<file path="src/rtl/core/imf_ram.sv">
// Single-port-write, single-port-read synchronous memory with a registered read.
// Used for every table of the flow solver. Depends on nothing.
`timescale 1ns / 1ps
`default_nettype none

module imf_ram #(
  parameter int WIDTH = 8,
  parameter int DEPTH = 64
) (
  input  wire logic                      clk,
  input  wire logic                      we,
  input  wire logic [((DEPTH > 1) ? $clog2(DEPTH) : 1)-1:0] waddr,
  input  wire logic [WIDTH-1:0]          wdata,
  input  wire logic [((DEPTH > 1) ? $clog2(DEPTH) : 1)-1:0] raddr,
  output logic      [WIDTH-1:0]          rdata
);

  logic [WIDTH-1:0] mem [DEPTH];

  always_ff @(posedge clk) begin
    if (we) begin
      mem[waddr] <= wdata;
    end
    rdata <= mem[raddr];
  end

endmodule

`default_nettype wire

</file>
<file path="config.mk">
export PLATFORM = sky130hd
export DESIGN_NAME = imf_ram
export DESIGN_NICKNAME = d
export VERILOG_FILES = /design/src/rtl/core/imf_ram.sv
export SDC_FILE = /design/constraint.sdc
export NUM_CORES = 1
export LEC_CHECK = 0
export BUFFER_PORTS_ARGS = -buffer_cell sky130_fd_sc_hd__clkbuf_2
export CORE_ASPECT_RATIO = 0.8
export CORE_MARGIN = 5
export CORE_UTILIZATION = 30
export CTS_CLUSTER_SIZE = 16
export DETAILED_ROUTE_END_ITERATION = 10
export PLACE_DENSITY = 0.52
export SYNTH_ARGS = -nofsm -noshare
export SYNTH_HDL_FRONTEND = slang
export SYNTH_SLANG_ARGS = --single-unit
</file>
<file path="constraint.sdc">
create_clock -name clk -period 2.8 [get_ports clk]
set_input_delay 0.84 -clock clk [delete_from_list [all_inputs] [get_ports clk]]
set_output_delay 0.84 -clock clk [all_outputs]
set_load 0.02 [all_outputs]
</file>
==> impl_metrics.json <==
{
  "status": "finished, final reports clean",
  "maxCapViolCount": 0,
  "synth_flop_cell": "edfxtp_1",
  "hp-class": "in -> reg",
  "slew_viol_final": 0,
  "die_w_um": 300,
  "drt-initial-drc-count": 900,
  "die-area_sq_um": 72500,
  "grt_overflow": 0,
  "critical_path_class": "in -> reg",
  "viasPerCell": 4.90,
  "startpoint_type": "input port",
  "start_util": 0.301,
  "finalWirelength_um": 48600,
  "cts_sinks": 520,
  "cts_made_buffers": 49,
  "tightest_slew_ps": 884,
  "port_buffers": 29,
  "drt-pass1-iter-count": 4,
  "seqPwrFrac": 0.538,
  "async_reset_ff_frac": 0,
  "p_clk_frac": 0.406,
  "cp-endpoint": "rdata[0]$_DFF_P_",
  "rows": 85,
  "arrival_ps": 3020,
  "cellLeakagePower_nw": 7.65,
  "required_ps": 3250,
  "ys_ff_latch": 520,
  "p_int_mw": 12.7,
  "post_cts.repair.setup_buffers": 0,
  "cts_tree": "built",
  "antenna_found_initial": 5,
  "placedInstanceArea_sq_um": 22300,
  "final_util": 0.357,
  "netSwitchingFraction": 0.208,
  "peakVddDrop_mv": 0.367,
  "synth_warnings": 0,
  "yosysSeqAreaShare": 0.770,
  "clock_latency_ps": 580,
  "power_density_nw_per_um2": 672,
  "fillCellCount": 6213,
  "r2r_cells": 5,
  "slew-limit-headroom": 0.410,
  "hold_ws_ps": 768,
  "final_cell_mix": "edfxtp_1 (512), buf_4 (134), mux4_2 (126), nor2_1 (83), clkbuf_16 (51)",
  "cts_resized": 0,
  "net-switching-power_mw": 3.34,
  "drive_above_1_share": 0.332,
  "rrSetupSlack_ps": 660,
  "crit_fanout": 14,
  "combPwrFrac": 0.056,
  "worstReg2RegEnd": "rdata[0]$_DFF_P_",
  "clk_pin_slew_ps": 60,
  "place.gp.congestion": 0.799,
  "nets": 1136,
  "finalSetupViolCount": 0,
  "dp_hpwl_um": 32300,
  "drc": 0,
  "pin_count": 30,
  "synth_cell_types": 40,
  "wl_per_cell_um": 24.0,
  "fin_cells": 2026,
  "num_vias": 9923,
  "cts_root_buffer": "clkbuf_16",
  "synthesis.area_sq_um": 20200,
  "dp_cells": 1933,
  "reg2reg_from": "mem[15][0]$_DFFE_PP_",
  "htreeDepth": 2,
  "syn_area_per_cell_sq_um": 21.5,
  "rsz0062_at_grt": "false",
  "layout_commonest_cell": "edfxtp_1",
  "multi_input_area_sq_um": 4320,
  "final_area_sq_um": 23900,
  "grt_pass1_vias": 10155,
  "finalHoldViolCount": 0,
  "ctsHoldBuffers": 0,
  "finClkSkew_ps": 14.1,
  "finalPower_mw": 16.1,
  "core_area_sq_um": 67000,
  "regArea_sq_um": 15500,
  "fp.dieH_um": 242,
  "ant_nets": 0,
  "postSynthCellCount": 940,
  "max_freq_mhz": 389,
  "fin_crit_sh": 0.918,
  "grt_max_degree": 65,
  "synth_edf_count": 512,
  "critPathLaunch": "raddr[0]",
  "grt_pass1_wl_um": 71200,
  "min_period_ps": 2570,
  "endpoint_kind": "flop",
  "grt_usage": 0.133,
  "syn_nets": 962,
  "cts_buffer_depth": 3,
  "syn2layout_area_growth_pct": 18.6
}
-- state kept, by name, indices dropped and copies added (netlist names) --
name and cells:
rdata 8, mem 512
-- synth_stat cells (3+ instances only) --
cell type,instances,area share
mux2_2,13,0.0073
a211oi_1,4,0.0015
buf_4,13,0.0048
nand2_1,19,0.0035
nand3b_1,3,0.0011
buf_6,4,0.0022
nand3_1,13,0.0032
edfxtp_1,512,0.76
o221ai_1,8,0.0035
buf_1,4,0.00074
a22oi_1,3,0.0011
nand2b_1,7,0.0022
a21oi_1,3,0.00074
buf_2,11,0.0027
mux4_2,126,0.14
clkbuf_1,17,0.0032
o2111ai_1,3,0.0013
nor2b_1,14,0.0043
dfxtp_1,8,0.0079
nor2_1,83,0.015
mux2i_1,23,0.011
o22ai_1,8,0.0025
o2bb2ai_1,3,0.0013
nor3_1,7,0.0017
a221oi_1,6,0.0026
-- routing by layer --
metal	wire, um	vias to the layer above	track usage
li1	-	4273	-
met1	24100	5318	0.210
met2	20100	260	0.182
met3	3410	68	0.0352
met4	902	4	0.0298
met5	30	-	0
-- power by group through the flow --
stage               sequential [mW]  combinational [mW]  clock (mW)
floorplan                      8.81               0.459           0
global placement               8.81               0.904           0
detailed placement             8.81               0.916           0
CTS                            8.64               0.918        6.73
global route                   8.65               0.971        7.07
finish                         8.65               0.902        6.54
-- worst min path at each step --
| stage | startpoint | endpoint | slack, ps | depth (start not counted) |
|---|---|---|---|---|
| after floorplan | mem[34][0]$_DFFE_PP_ | rdata[0]$_DFF_P_ | 720 | 4 |
| after global placement | mem[31][6]$_DFFE_PP_ | rdata[6]$_DFF_P_ | 860 | 3 |
| after detailed placement | mem[3][7]$_DFFE_PP_ | rdata[7]$_DFF_P_ | 860 | 4 |
| after CTS | raddr[5] | rdata[1]$_DFF_P_ | 760 | 3 |
| after global routing | wdata[0] | mem[14][0]$_DFFE_PP_ | 780 | 2 |
| final | wdata[0] | mem[15][0]$_DFFE_PP_ | 770 | 2 |
-- cell families (layout without fill, tap and decap cells) --
| family | Yosys count | count (layout) | synth area share |
|---|---|---|---|
| DFF | 520 | 520 | 0.770 |
| buffers and inverters | 51 | 265 | 0.0157 |
| muxes | 162 | 162 | 0.159 |
| and+or+nand+nor | 153 | 153 | 0.0339 |
| other | 0 | 2 | 0 |
| AOI/OAI and AO/OA | 54 | 54 | 0.0207 |
-- per-stage QoR --
step | TNS (ps) | setup slack [ps]
finish | 0 | 230
global route | 0 | 154
CTS | 0 | 275
detailed placement | -1180 | -352
global placement | -1270 | -357
floorplan | 0 | 292
-- worst max-delay path: stages --
cell and delay, ps:
clkbuf_8 210, buf_12 190, buf_4 150, mux4_2 500, mux4_2 470, nor2_1 380, nor3_1 90, o2bb2ai_1 170
-- layout make-up --
cell class,instances,share of cell area
multi-input combinational,369,0.180
sequential,520,0.649
timing repair buffer,174,0.0589
tap,870,0.0455
clock buffer,67,0.0567
antenna,2,0.000209
clock inverter,24,0.00905
Note: power is estimated with default switching activity, not from simulation.
